--- src/sv/baf_out_queue.sv ---
// Small result queue between the filter pipeline and the result channel.
module baf_out_queue #(
   parameter int WIDTH = 8,
   parameter int DEPTH = 4,
   localparam int PTR_W = $clog2(DEPTH),
   localparam int CNT_W = $clog2(DEPTH + 1)
) (
   input  logic             clock,
   input  logic             reset,
   input  logic             push,
   input  logic [WIDTH-1:0] push_data,
   output logic             pop_valid,
   input  logic             pop_ready,
   output logic [WIDTH-1:0] pop_data,
   output logic [CNT_W-1:0] count
);

   logic [WIDTH-1:0] entry_ff [DEPTH];
   logic [PTR_W-1:0] wr_ptr_ff, wr_ptr_in;
   logic [PTR_W-1:0] rd_ptr_ff, rd_ptr_in;
   logic [CNT_W-1:0] count_ff, count_in;
   logic             pop;

   assign pop_valid = (count_ff != '0);
   assign pop_data  = entry_ff[rd_ptr_ff];
   assign pop       = pop_valid && pop_ready;
   assign count     = count_ff;

   // Pointer and fill count update
   always_comb begin
      wr_ptr_in = wr_ptr_ff;
      rd_ptr_in = rd_ptr_ff;
      count_in  = count_ff;
      if (push) begin
         wr_ptr_in = (wr_ptr_ff == PTR_W'(DEPTH - 1)) ? '0 : wr_ptr_ff + PTR_W'(1);
      end
      if (pop) begin
         rd_ptr_in = (rd_ptr_ff == PTR_W'(DEPTH - 1)) ? '0 : rd_ptr_ff + PTR_W'(1);
      end
      if (push && !pop) begin
         count_in = count_ff + CNT_W'(1);
      end else if (pop && !push) begin
         count_in = count_ff - CNT_W'(1);
      end
   end

   always_ff @(posedge clock) begin
      if (reset) begin
         wr_ptr_ff <= '0;
         rd_ptr_ff <= '0;
         count_ff  <= '0;
      end else begin
         wr_ptr_ff <= wr_ptr_in;
         rd_ptr_ff <= rd_ptr_in;
         count_ff  <= count_in;
      end
   end

   // Storage
   always_ff @(posedge clock) begin
      if (push) begin
         entry_ff[wr_ptr_ff] <= push_data;
      end
   end

endmodule

--- config.mk ---
export PLATFORM = sky130hd
export DESIGN_NAME = baf_out_queue
export DESIGN_NICKNAME = d
export VERILOG_FILES = /design/src/sv/baf_out_queue.sv
export SDC_FILE = /design/constraint.sdc
export NUM_CORES = 1
export LEC_CHECK = 0
export BUFFER_PORTS_ARGS = -buffer_cell sky130_fd_sc_hd__buf_4
export CORE_MARGIN = 3
export CORE_UTILIZATION = 45
export CTS_CLUSTER_SIZE = 8
export DETAILED_ROUTE_END_ITERATION = 10
export PLACE_DENSITY = 0.65
export SYNTH_ARGS = -nofsm -noshare
export SYNTH_HDL_FRONTEND = slang
export SYNTH_SLANG_ARGS = --single-unit
--- constraint.sdc ---
create_clock -name clock -period 5.8 [get_ports clock]
set_input_delay 1.45 -clock clock [delete_from_list [all_inputs] [get_ports clock]]
set_output_delay 1.45 -clock clock [all_outputs]
set_load 0.01 [all_outputs]
==> metrics.csv <==
stage,metric,value,unit
outcome,outcome,"complete, no violations",
detailed_routing,"antenna viol nets, final",0,
global_routing,GR met2 Demand/Resource,0.217,
layout,Sequential Area,1140,um2
layout,n_diodes,0,
sta,RSZ-0062 raised after global routing,no,
detailed_routing,DRC violations left,0,
global_routing,met1 usage,0.164,
yosys,sequential fraction of the synthesis area,0.708,
min_path,HP Start,rd_ptr_ff[0]$_SDFFE_PP0P_,
clocking,clock root buffer,clkbuf_4,
yosys,ys async rst share,0,
yosys,Post-Syn Area,1610,um2
floorplanning,die span in x,65.8,um
detailed_routing,Wirelength per Cell,15.6,um
yosys,Yosys cell types,19,
power_and_ir_drop,Worst VDD drop,286,uV
sta,Setup Skew,0.00410,ns
flow_run,Maximum Capacitance Violations,0,
global_routing,first-pass GRT wire length,4060,um
floorplanning,die area,4340,um2
clocking,worst skew pair latency,0.33,ns
sta,setup TNS,0,ns
detailed_routing,Pre-antenna DRT Iters,4,
layout,Filler Cells Inserted,267,
clocking,CTS tree,done,
layout,nets,132,
detailed_routing,Initial DRC Count,43,
yosys,number of synthesized flops with an enable pin,32,
yosys,mean post-synth cell area,19.0,um2
critical_path,crit path max fanout,8,
sta,worst slew pin tran,0.569,ns
yosys,dominant synthesized flop cell,edfxtp_1,
sta,"Hold Violations, Final",0,
power_and_ir_drop,Power Total,0.722,mW
sta,final setup vio count,0,
sta,fin crit share,0.557,
power_and_ir_drop,P_leak,0.701,nW
global_routing,vias in the first global route,805,
clocking,# resized after CTS,0,
critical_path,nature of the critical path endpoint,primary output,
critical_path,Crit Path Class,flop to primary output,
clocking,Clock Sinks,41,
clocking,"Reg clk slew, reported paths",0.10,ns
clocking,CTS max path bufs,2,
global_routing,met3 Use GR,0.0561,
yosys,most frequent cell after synthesis,edfxtp_1,
critical_path,CP Data Required Time,4.35,ns
min_path,worst min path class,flop to flop,
sta,"Slew Viols, Final",0,
floorplanning,Core Rows,21,
floorplanning,Die Y,65.8,um
global_routing,busiest grt layer,met2,
yosys,cell taking the most area after synthesis,edfxtp_1,
global_routing,total grt overflow,0,
clocking,hold_buf cts,0,
sta,Rel. slew slack,0.620,
critical_path,critical path data arrival time,1.78,ns
yosys,Synth Instances,85,
critical_path,Worst R2R Start,count[1]$_SDFFE_PP0P_,
yosys,Area contributors post-synth,"edfxtp_1, dfxtp_1, mux4_2",
detailed_routing,total wire length,2500,um
floorplanning,core area,3390,um2
layout,share of layout cells above drive strength 1,0.351,
place,post-detail-place hpwl,1760,um
clocking,post-CTS setup buffer count,0,
floorplanning,io pins,24,
yosys,post-synth top area share,0.596,
layout,multi-input logic area,444,um2
clocking,H-tree levels,2,
global_routing,pin count of the biggest net entering global routing,13,
detailed_routing,DR vias,804,
sta,Max Clock Freq,310,MHz
yosys,Post-Syn Nets,104,
place,routability cong.,0.646,
global_routing,GRT Overall Usage,0.135,
sta,Final min period,3.23,ns
critical_path,"setup slack, reg-to-reg",3.70,ns
place,port buffer count,23,
yosys,Yosys Warn Count,0,
global_routing,initial antenna violation count,0,
floorplanning,Initial Util,0.475,
critical_path,CP Launch Type,flop,
clocking,CTS Buf Count,5,
yosys,synth cell count leaders,"edfxtp_1, dfxtp_1, mux4_2",
yosys,Yosys reg bits,41,
power_and_ir_drop,pwr/cell area,380,nW/um2
layout,P&R area growth vs syn,18.0,%
detailed_routing,via/cell ratio,5.03,
==> cell families (layout without fill, tap and decap cells) <==
| family | count (synthesis) | after routing | synth area share |
|---|---|---|---|
| compound gates | 4 | 4 | 0.0248 |
| xor+xnor | 2 | 2 | 0.0109 |
| fa+ha+maj | 7 | 7 | 0.0590 |
| buf+inv | 5 | 34 | 0.0163 |
| flops | 41 | 41 | 0.708 |
| mux | 12 | 12 | 0.137 |
| simple gates | 14 | 14 | 0.0442 |
==> power breakdown <==
| group | internal (mW) | leakage (nW) | switching (mW) |
|---|---|---|---|
| logic | 0.102 | 0.293 | 0.0686 |
| registers | 0.343 | 0.368 | 0.0366 |
| clock network | 0.0898 | 0.0399 | 0.0816 |
==> worst max-delay path: stages, from the launching register on <==
cell and delay, ns:
dfxtp_1 0.70, mux4_2 0.59, buf_4 0.16
==> metrics by stage <==
stage | area [um2] | std cells | utilization | setup WS, ns | hold WS, ns
floorplan | 1610 | 85 | - | 3.01 | 0.462
finish | 1900 | 160 | 0.561 | 2.57 | 0.501
CTS | 1900 | 160 | 0.561 | 2.52 | 0.506
global route | 1900 | 160 | 0.561 | 2.44 | 0.536
global placement | 1830 | 152 | 0.539 | 2.86 | 0.488
detailed placement | 1830 | 152 | 0.539 | 2.77 | 0.483
==> per-layer routing <==
| metal | routed length (um) | share of wire | vias to the layer above |
|---|---|---|---|
| li1 | - | - | 382 |
| met1 | 1010 | 0.40 | 393 |
| met2 | 1310 | 0.52 | 24 |
| met3 | 146 | 0.058 | 5 |
| met4 | 39 | 0.016 | 0 |
| met5 | 0 | 0 | - |
==> worst paths after layout <==
kind	end	cells past startpoint
max	pop_data[5]	2
min	flop	2
max reg2reg	count[2]$_SDFFE_PP0P_	7
min reg2reg	flop	2
==> sequential cells by signal, summed over array words and instances, names as in the netlist, named ones only <==
| signal | cells |
|---|---|
| rd_ptr_ff | 2 |
| count | 3 |
| entry_ff | 32 |
| wr_ptr_ff | 2 |
==> cells in the final DEF, fill, tap and decap left out <==
master and instances:
and2_1 4, buf_4 23, dfxtp_1 9, clkbuf_4 5
nand2_1 1, or3_1 2, mux2i_1 4, edfxtp_1 32
nor2_1 6, o31ai_4 1, mux4_2 8, or3_2 1
fa_1 1, clkbuf_1 1, inv_1 3, o21ai_0 1
clkinv_1 1, bufinv_16 1, ha_1 6, xor2_1 2
a21oi_2 1, a21oi_1 1
==> final cells by class <==
cell class	instances	area share
Clock buffer	6	0.0217
Tap cell	46	0.0303
Sequential cell	41	0.600
Timing Repair Buffer	23	0.0908
Multi-Input combinational cell	39	0.234
Inverter	3	0.00592
Clock inverter	2	0.0178
No activity file was read; power rests on OpenSTA's default activity.
