===== src/sv/baf_ram.sv =====
// Generic simple dual-port RAM with one write port and a registered read port.
module baf_ram #(
   parameter int WIDTH = 8,
   parameter int DEPTH = 16,
   localparam int ADDR_W = $clog2(DEPTH)
) (
   input  logic              clock,
   input  logic              wr_en,
   input  logic [ADDR_W-1:0] wr_addr,
   input  logic [WIDTH-1:0]  wr_data,
   input  logic              rd_en,
   input  logic [ADDR_W-1:0] rd_addr,
   output logic [WIDTH-1:0]  rd_data
);

   logic [WIDTH-1:0] mem_ff [DEPTH];
   logic [WIDTH-1:0] rd_data_ff;

   // Write and registered read ports; a read of the address being written returns the old word
   always_ff @(posedge clock) begin
      if (wr_en) begin
         mem_ff[wr_addr] <= wr_data;
      end
      if (rd_en) begin
         rd_data_ff <= mem_ff[rd_addr];
      end
   end

   assign rd_data = rd_data_ff;

endmodule


===== config.mk =====
export PLATFORM = sky130hd
export DESIGN_NAME = baf_ram
export DESIGN_NICKNAME = d
export VERILOG_FILES = /design/src/sv/baf_ram.sv
export SDC_FILE = /design/constraint.sdc
export NUM_CORES = 1
export LEC_CHECK = 0
export BUFFER_PORTS_ARGS = -buffer_cell sky130_fd_sc_hd__buf_2
export CAP_MARGIN = 5
export CELL_PAD_IN_SITES_DETAIL_PLACEMENT = 0
export CELL_PAD_IN_SITES_GLOBAL_PLACEMENT = 1
export CORE_MARGIN = 1.5
export CORE_UTILIZATION = 50
export CTS_CLUSTER_DIAMETER = 120
export CTS_CLUSTER_SIZE = 30
export DETAILED_ROUTE_END_ITERATION = 8
export PLACE_DENSITY_LB_ADDON = 0.1
export SLEW_MARGIN = 20
export SYNTH_ARGS = -nofsm -noshare
export SYNTH_HDL_FRONTEND = slang
export SYNTH_SLANG_ARGS = --single-unit

===== constraint.sdc =====
create_clock -name clock -period 2.2 [get_ports clock]
set_input_delay 0.55 -clock clock [delete_from_list [all_inputs] [get_ports clock]]
set_output_delay 0.55 -clock clock [all_outputs]
set_load 0.005 [all_outputs]

==> metrics, run 1 <==
status complete, no violations; Yosys reg bits between 100 and 150; Crit-path slowest cell edfxtp_1; leakage 2.132 nW; Reg clk slew, reported paths approximately 0.060 ns; Nets approximately 300; vias in the first global route roughly 2500; first-pass GRT wire length 15.03 mm; share of cells above drive strength 1 between 30% and 40%; die height ~110 um; Filler cells just over 700; vias per cell approximately 5.7; sequential share of the synthesized area roughly 78%; post-CTS sizing 0; Finished Cell Area 6277 sq um; crit path launch type flop; Cell Chain, Critical Path buf_2; Yosys top cell area share between 70% and 80%; H-tree Lvls 4; final worst path period share around three quarters; multiplexer share of the synthesized area roughly 15%; hold slack 0.3969 ns; Simple-Gate Fraction of Synth Area 3.135%; Worst setup EP type primary output; Starting DRT DRC Count 153; WL per Instance ~23 um; Root Driver clkbuf_8; Post-Synth Adder-Cell Area 0%; multi-input logic area 1057 sq um; Initial DRT Pass Iterations 4; Crit Path Class flop to primary output; min Tclk post-route between 1.5 and 2 ns; Hold Vio Cnt, Final 0; Clock Skew just over 0.004 ns; largest family of logic cells by synthesized area multiplexers; CP max stage delay roughly 0.42 ns; postcts setup bufs 0; Yosys warning count 0; largest cells by area after synthesis edfxtp_1 78%, mux4_2 7.8%, mux4_1 7.0%, a22oi_1 2.3%, nor2_1 0.93%; post-route ant nets 0; DRC errors left 0; I/O Buffers 26; Num CTS Buffers 17; die width 105.3 um; storage element area a little over 4000 sq um; Slew headroom ~75%; all-layer global routing usage approximately a fifth; Peak VDD IR 467.6 uV; RSZ-0062 raised after global routing no; largest net degree at the start of global routing 25; max cap viols 0; setup TNS 0 ns; Synth Area per Inst 22.83 sq um; Core Footprint slightly above 10000 sq um; gpl congestion between 0.6 and 0.7; die area approximately 11000 sq um; power per cell area approximately 980 nW/um^2; final core occ roughly 61%; floorplan row count 37; post-synthesis xor/xnor area fraction 0%; # setup viols final 0; post-synth design cell area approximately 5200 sq um; Final HPWL DP ~6.3 mm; Worst Path Required 1.65 ns; Longest Clk Path Bufs 2; pre-CTS setup slack between 0.06 and 0.07 ns; Post-DP Area roughly 5700 sq um; most frequent cells in the layout 136 x edfxtp_1, 26 x buf_2, 20 x buf_4, 18 x mux4_2; initial core utilization about half; Area Overhead vs Synth 20.08%; Tightest Pin Transition 0.3811 ns; area fraction in compound gates after synthesis between 2 and 2.5%; hold crit path type input port to flop; max frequency ~610 MHz; Synth area leader edfxtp_1; hold_buf cts 0; remaining global-route overflow 0; Buffers & Inverters on Critical Path 1; crit-path max FO 1; Boundary Pins 27; CP top delay family flip-flops; CTS tree built; Final Worst Setup Slack 0.5670 ns; Mapped Cells around 230; number of library cell types mapped by synthesis 18; Max Slew Vio Count 0; most common cell after layout, fill and taps aside edfxtp_1; clk_lat worst skew around 0.52 ns; antenna violations before repair 1; syn_nets approximately 250; Sink Count between 100 and 150; Vias between 2000 and 2500; Crit path arrival time 1.08 ns; final WL between 9 and 10 mm
-- path summary, 6_finish.rpt --
check	to	depth (start not counted)	slack, ns	from
worst max register to register	rd_data[6]	3	0.68	mem_ff[0][6]
worst max-delay path	rd_data[1]	1	0.57	rd_data[1]
worst min register to register	rd_data[3]	3	0.76	mem_ff[8][3]
worst min-delay path	rd_data[0]	1	0.40	rd_en
-- layer usage --
| metal | GRT usage [%] | routed length (um) |
|---|---|---|
| met4 | 8.513 | 147 |
| met5 | 0 | 0 |
| met3 | 5.071 | 496 |
| met2 | 30.11 | 4824 |
| met1 | 28.09 | 4517 |
-- power breakdown --
part | switching, mW | total (mW) | leakage (nW) | internal, mW
combinational | 0.152 | 0.272 | 0.607 | 0.121
sequential | 0.0154 | 2.94 | 1.24 | 2.92
clock | 1.00 | 2.94 | 0.288 | 1.94
-- sequential cells by signal, indices dropped and copies added (netlist names) --
register  cells
mem_ff      128
rd_data       8
-- synth_stat cells, drive strengths merged --
master / n
nand3b: 2
and2: 1
clkdlybuf4s25: 3
and2b: 1
nand2b: 2
edfxtp: 136
buf: 7
nand2: 9
or3b: 1
nor2b: 1
a22oi: 16
mux4: 32
nor2: 13
nand3: 1
nor3: 4
-- cell families (layout without fill, tap and decap cells) --
family	after synthesis	in the layout
AOI/OAI and AO/OA	16	16
buffers and inverters	10	81
DFF	136	136
muxes	32	32
other	0	1
and+or+nand+nor	35	35
-- area by class of cell --
class | count | share of cell area [%]
antenna | 1 | 0.03986
clock buffer | 18 | 6.657
clock inverter | 14 | 3.269
multi-input combinational | 83 | 16.84
sequential | 136 | 65.06
tap | 136 | 2.711
timing repair buffer | 49 | 5.422
-- metrics by stage --
stage               total power, mW  cells
floorplan                     3.133    229
global placement              3.261    404
detailed placement            3.266    404
CTS                           6.214    436
global route                  6.319    436
finish                        6.150    437
Power figures use the tool's default switching activity.
==> inputs of run 2 (changes only) <==
==> constraint.sdc (replaced) <==
create_clock -name clock -period 1.6 [get_ports clock]
set_input_delay 0.4 -clock clock [delete_from_list [all_inputs] [get_ports clock]]
set_output_delay 0.4 -clock clock [all_outputs]
set_load 0.005 [all_outputs]
==> run 2 against run 1 <==
Compared with the run above: first-iteration DRC count grew 3.3%; critical path depth is 2 higher; critical endpoint is now rd_data[1]; largest power group unchanged; cell area fell by 0.12%; critical path type is now flop to flop; utilization down 0.073 points; global-route usage decreased by 0.49 points; total power grew 36%; combinational power is 46% higher; sequential share of layout area is 0.078 points higher.
==> metrics, run 2 (synthesis gave the netlist of run 1 again) <==
power per cell area 1330 nW/um^2 (+36%); WL per Instance 22.05 um (-3.5%); share of cells above drive strength 1 38.36% (+6.0 points); Int Pwr 6.709 mW (+35%); status complete, no violations; Tightest Pin Transition 0.7683 ns (+0.3872 ns); die area 11080 sq um (unchanged); Peak VDD IR 789.6 uV (+69%); most common cell after layout, fill and taps aside edfxtp_1; Crit path arrival time 1.77 ns (+0.69 ns); clock network fraction of design power 46.8% (-1.0 points); DRC errors left 0 (unchanged); Num CTS Buffers 17 (unchanged); hold slack 0.2578 ns (-0.1392 ns); antenna violations before repair 0 (-1); crit-path max FO 1 (unchanged); Worst R2R Start mem_ff[3][1]; Nets 311 (+1.6%); initial core utilization 51.09% (unchanged); H-tree Lvls 4 (unchanged); # setup viols final 0 (unchanged); Final Power 8.337 mW (+36%); final core occ 61.28% (-0.073 points); hold crit path type input port to flop; most frequent cells in the layout 136 x edfxtp_1, 31 x mux4_2, 26 x buf_2, 23 x buf_4; max cap viols 0 (unchanged); Slew headroom 48.68% (-26 points); first-pass GRT wire length 14.72 mm (-2.1%); final WL 9.726 mm (-2.6%); Sink Count 136 (unchanged); R2R setup slack 0.09 ns (-0.59 ns); Comb pwr share 4.8% (+0.4 points); Switch Pwr 1.628 mW (+39%); Switching Fraction 19.52% (+0.50 points); I/O Buffers 26 (unchanged); CTS tree built; Boundary Pins 27 (unchanged); final worst path period share between 90% and 100%; hold depth 1 (unchanged); Initial DRT Pass Iterations 4 (unchanged); Seq pwr share 48.4% (+0.7 points); max frequency 662.2 MHz; Max Slew Vio Count 0 (unchanged); Largest register FFs 128 (unchanged); Filler cells 728 (+0.97%); Worst Path Required 1.86 ns (+0.21 ns); Root Driver clkbuf_8; Final HPWL DP 6.255 mm (-0.93%); post-CTS sizing 0 (unchanged); largest reg by FF count mem_ff; floorplan row count 37 (unchanged); post-route ant nets 0 (unchanged); multi-input logic area 1013 sq um (-4.1%); die height 105.3 um (unchanged); Reg clk slew, reported paths 0.06 ns (about the same); postcts setup bufs 0 (unchanged); leakage 2.116 nW (-0.73%); R2R Path End rd_data[1]; Starting DRT DRC Count 158 (+3.3%); clk_lat worst skew 0.52 ns (about the same); Core Footprint 10230 sq um (unchanged); Area Overhead vs Synth 19.94%; vias in the first global route 2561 (+4.1%); gpl congestion 0.6871 (-1.2%); vias per cell 5.603 (-1.2%); Non-Filler Instances 441 (+0.92%); Worst R2R Path Depth 3 (unchanged); Clock Skew 0.005593 ns (+0.001527 ns); die width 105.3 um (unchanged); storage element area 4084 sq um (unchanged); RSZ-0062 raised after global routing no; hold_buf cts 0 (unchanged); largest net degree at the start of global routing 24 (-4.0%); all-layer global routing usage 19.49% (-0.49 points); Vias 2471 (-0.32%); crit path launch type flop; number of diodes 0 (-1); min Tclk post-route 1.510 ns; Worst Hold Launch rd_en; Crit Path Class flop to flop; Longest Clk Path Bufs 2 (unchanged); remaining global-route overflow 0 (unchanged); Worst setup EP type flop; Hold Vio Cnt, Final 0 (unchanged); placed cells 409 (+1.2%); WHS Endpoint rd_data[1]
run 2: cell count changes in the layout (fill, tap and decap cells not counted), sizes merged:
cell | before | now
bufinv | 5 | 4
clkinv | 4 | 8
clkinvlp | 5 | 2
buf | 49 | 54
diode | 1 | 0
run 2: final cells by class:
class,instances,area share [%]
Multi-Input combinational cell,83,16.16
Timing Repair Buffer,54,6.426
Sequential cell,136,65.14
Clock buffer,18,6.665
Tap cell,136,2.714
Clock inverter,14,2.894
run 2: worst max-delay path, stage by stage (launching register included):
cell and delay [ns]:
edfxtp_1 0.37, mux4_2 0.48, a22oi_1 0.31, nand2_1 0.10
run 2: metal layers:
layer	vias up	global-route usage [%]	part of all wire, %
li1	1093	-	-
met2	78	31.37	52
met3	14	5.071	4.9
met4	0	8.513	1.6
met1	1286	25.32	42
met5	-	0	0
run 2: power by group through the flow:
stage	Sequential [mW]	Clock (mW)	Combinational [mW]
after CTS	4.03	3.96	0.407
after global routing	4.04	4.11	0.434
final	4.03	3.91	0.398
after floorplan	4.11	0	0.221
after global placement	4.11	0	0.394
after detailed placement	4.11	0	0.404
run 2: how the worst max path moves through the flow:
stage	end	from
6_report	rd_data[1]	mem_ff[3][1]
5_1_grt	rd_data[1]	mem_ff[3][1]
2_1_floorplan	mem_ff[3][0]	wr_addr[2]
3_3_place_gp	rd_data[4]	rd_addr[0]
3_5_place_dp	rd_data[4]	rd_addr[0]
4_1_cts	rd_data[1]	mem_ff[3][1]
run 2: per-stage QoR:
step / setup TNS [ns] / setup WS, ns / area (sq um)
finish: 0 / 0.08981 / 6270
global route: 0 / 0.03400 / 6270
CTS: 0 / 0.09659 / 6270
detailed placement: -4.487 / -0.4476 / 5670
global placement: -3.719 / -0.3864 / 5670
floorplan: -1.985 / -0.06615 / 5218
==> inputs of run 3 (changes only) <==
--- a/config.mk
+++ b/config.mk
@@ -10,10 +10,11 @@
 export CELL_PAD_IN_SITES_DETAIL_PLACEMENT = 0
 export CELL_PAD_IN_SITES_GLOBAL_PLACEMENT = 1
 export CORE_MARGIN = 1.5
-export CORE_UTILIZATION = 50
+export CORE_UTILIZATION = 41
 export CTS_CLUSTER_DIAMETER = 120
 export CTS_CLUSTER_SIZE = 30
 export DETAILED_ROUTE_END_ITERATION = 8
+export GPL_TIMING_DRIVEN = 0
 export PLACE_DENSITY_LB_ADDON = 0.1
 export SLEW_MARGIN = 20
 export SYNTH_ARGS = -nofsm -noshare
==> run 3 against run 2 <==
Compared with the run above: highest routed layer unchanged; hold slack gained 0.088 ns; clock skew decreased by 0.0013 ns; sequential power hardly changed.
==> metrics, run 3 (synthesis gave the netlist of run 1 again) <==
antenna violations before repair 0 (unchanged); final WL 10.38 mm (+6.7%); Crit path arrival time 1.58 ns (-0.19 ns); Final HPWL DP 6.621 mm (+5.9%); status complete, no violations; Finished Cell Area 6157 sq um (-1.8%); max frequency 644.6 MHz (-2.7%); Starting DRT DRC Count 133 (-16%); Comb pwr share 4.9% (about the same); Filler cells 1076 (+48%); Tightest Pin Transition 0.9960 ns (+0.2277 ns); most frequent cells in the layout 136 x edfxtp_1, 31 x mux4_2, 28 x buf_2, 17 x clkbuf_16, 16 x a22oi_1; Final Worst Setup Slack 0.04864 ns (-0.04117 ns); Switch Pwr 1.642 mW (+0.86%); most common cell after layout, fill and taps aside edfxtp_1; met2 Resource Use GR 27.18% (-4.2 points); largest net degree at the start of global routing 17 (-29%); Clock Skew 0.004301 ns (-0.001292 ns); I/O Buffers 25 (-3.8%); max cap viols 0 (unchanged); DRC errors left 0 (unchanged); largest reg by FF count mem_ff; Num CTS Buffers 17 (unchanged); number of diodes 0 (unchanged); die area 13440 sq um (+21%); postcts setup bufs 0 (unchanged); Post-DP Area 5580 sq um (-1.6%); clk_lat worst skew 0.41 ns (-0.11 ns); CTS tree built; vias in the first global route 2577 (+0.62%); post-route ant nets 0 (unchanged); Final Power 8.092 mW (-2.9%); crit-path max FO 8 (+7); Boundary Pins 27 (unchanged); Largest register FFs 128 (unchanged); Reg clk slew, reported paths 0.06 ns (about the same); # setup viols final 0 (unchanged); gpl congestion 0.6854 (-0.25%); leakage 1.988 nW (-6.1%); hold crit path type input port to flop; die height 115.9 um (+10%); Hold Vio Cnt, Final 0 (unchanged); Vias 2357 (-4.6%); Crit Path Class input port to flop; die width 115.9 um (+10%); all-layer global routing usage 17.11% (-2.4 points); initial core utilization 41.76% (-9.3 points); clock network fraction of design power 45.3% (-1.5 points); hold slack 0.3453 ns (+0.08756 ns); Max Slew Vio Count 0 (unchanged); CP max stage delay 0.78 ns (+0.30 ns); Worst setup EP type flop; floorplan row count 41 (+11%); Switching Fraction 20.29% (+0.76 points); placed cells 427 (+4.4%); Nets 293 (-5.8%); Sink Count 136 (unchanged); H-tree Lvls 4 (unchanged); final worst path period share 96.96% (+2.6 points); Peak VDD IR 613.9 uV (-22%); Crit-path slowest cell nor2_1; first-pass GRT wire length 15.41 mm (+4.7%); vias per cell 5.135 (-8.4%); Core Footprint 12520 sq um (+22%); min Tclk post-route 1.551 ns (+0.04117 ns); share of cells above drive strength 1 36.24% (-2.1 points); power per cell area 1314 nW/um^2 (-1.2%); Seq pwr share 49.8% (+1.4 points); hold_buf cts 0 (unchanged); met1 Use GR 23.31% (-2.0 points); pre-CTS setup slack -0.5768 ns (-0.1292 ns); Longest Clk Path Bufs 2 (unchanged); crit path launch type input port; Slew headroom 33.36% (-15 points); most used routing layer met2; Non-Filler Instances 459 (+4.1%); WL per Instance 22.62 um (+2.5%); Worst Path Required 1.63 ns (-0.23 ns); RSZ-0062 raised after global routing yes; met3 Use GR 4.498% (-0.57 points); remaining global-route overflow 0 (unchanged); Cell Chain, Critical Path buf_2, nand2b_1, nor2_1; Int Pwr 6.450 mW (-3.9%); Root Driver clkbuf_16; Area Overhead vs Synth 17.78%; Initial DRT Pass Iterations 4 (unchanged)
[run 3: cell count changes in the layout (fill, tap and decap cells not counted), moves of 3 or more]
cell,before,now
buf_4,23,1
clkdlybuf4s25_2,0,3
clkinvlp_4,2,5
nor2_1,13,10
nor2_2,0,3
nor3_1,3,0
[run 3: final cells by class]
type / instances / area, sq um / share of cell area, %
Sequential cell: 136 / 4084 / 66.33
Multi-Input combinational cell: 83 / 1042 / 16.93
Clock buffer: 18 / 429.2 / 6.970
Tap cell: 172 / 215.2 / 3.495
Clock inverter: 14 / 133.9 / 2.174
Timing Repair Buffer: 26 / 132.6 / 2.154
Buffer: 10 / 120.1 / 1.951
[run 3: what timing repair did]
action | 4_1_cts | 5_1_grt
pin swaps | 0 | 0
resized for setup | 4 | 0
hold endpoints to repair | 0 | 0
setup endpoints to repair | 32 | 16
[run 3: routing by layer]
| layer | part of all wire [%] | vias to the layer above |
|---|---|---|
| met1 | 44 | 1210 |
| met5 | 0 | - |
| li1 | - | 1058 |
| met2 | 49 | 76 |
| met3 | 5.6 | 13 |
| met4 | 1.3 | 0 |
[run 3: critical path, delay by kind of cell]
kind | cells | cell delay (ns)
buffers and inverters | 1 | 0.16
AND/OR/NAND/NOR | 2 | 1.01
[run 3: path summary, 6_finish.rpt]
path	to	slack, ns	from	cells past startpoint
setup / recovery	mem_ff[6][0]	0.05	wr_addr[0]	3
hold / removal	rd_data[5]	0.35	rd_en	1
setup reg to reg	rd_data[0]	0.12	mem_ff[1][0]	3
hold reg to reg	rd_data[0]	0.76	mem_ff[14][0]	3
[run 3: stage by stage]
step                      setup TNS (ns)  utilization [%]
after floorplan                   -1.985                -
after global placement            -55.60            44.40
after detailed placement          -42.89            44.58
after CTS                              0            49.19
after global routing             -0.2012            49.19
final                                  0            49.19
[run 3: power by group through the flow]
stage	combinational [mW]	sequential (mW)	clock, mW
2_1_floorplan	0.221	4.11	0
3_3_place_gp	0.397	4.10	0
3_5_place_dp	0.401	4.11	0
4_1_cts	0.405	4.03	3.74
5_1_grt	0.431	4.04	3.87
6_report	0.395	4.03	3.66
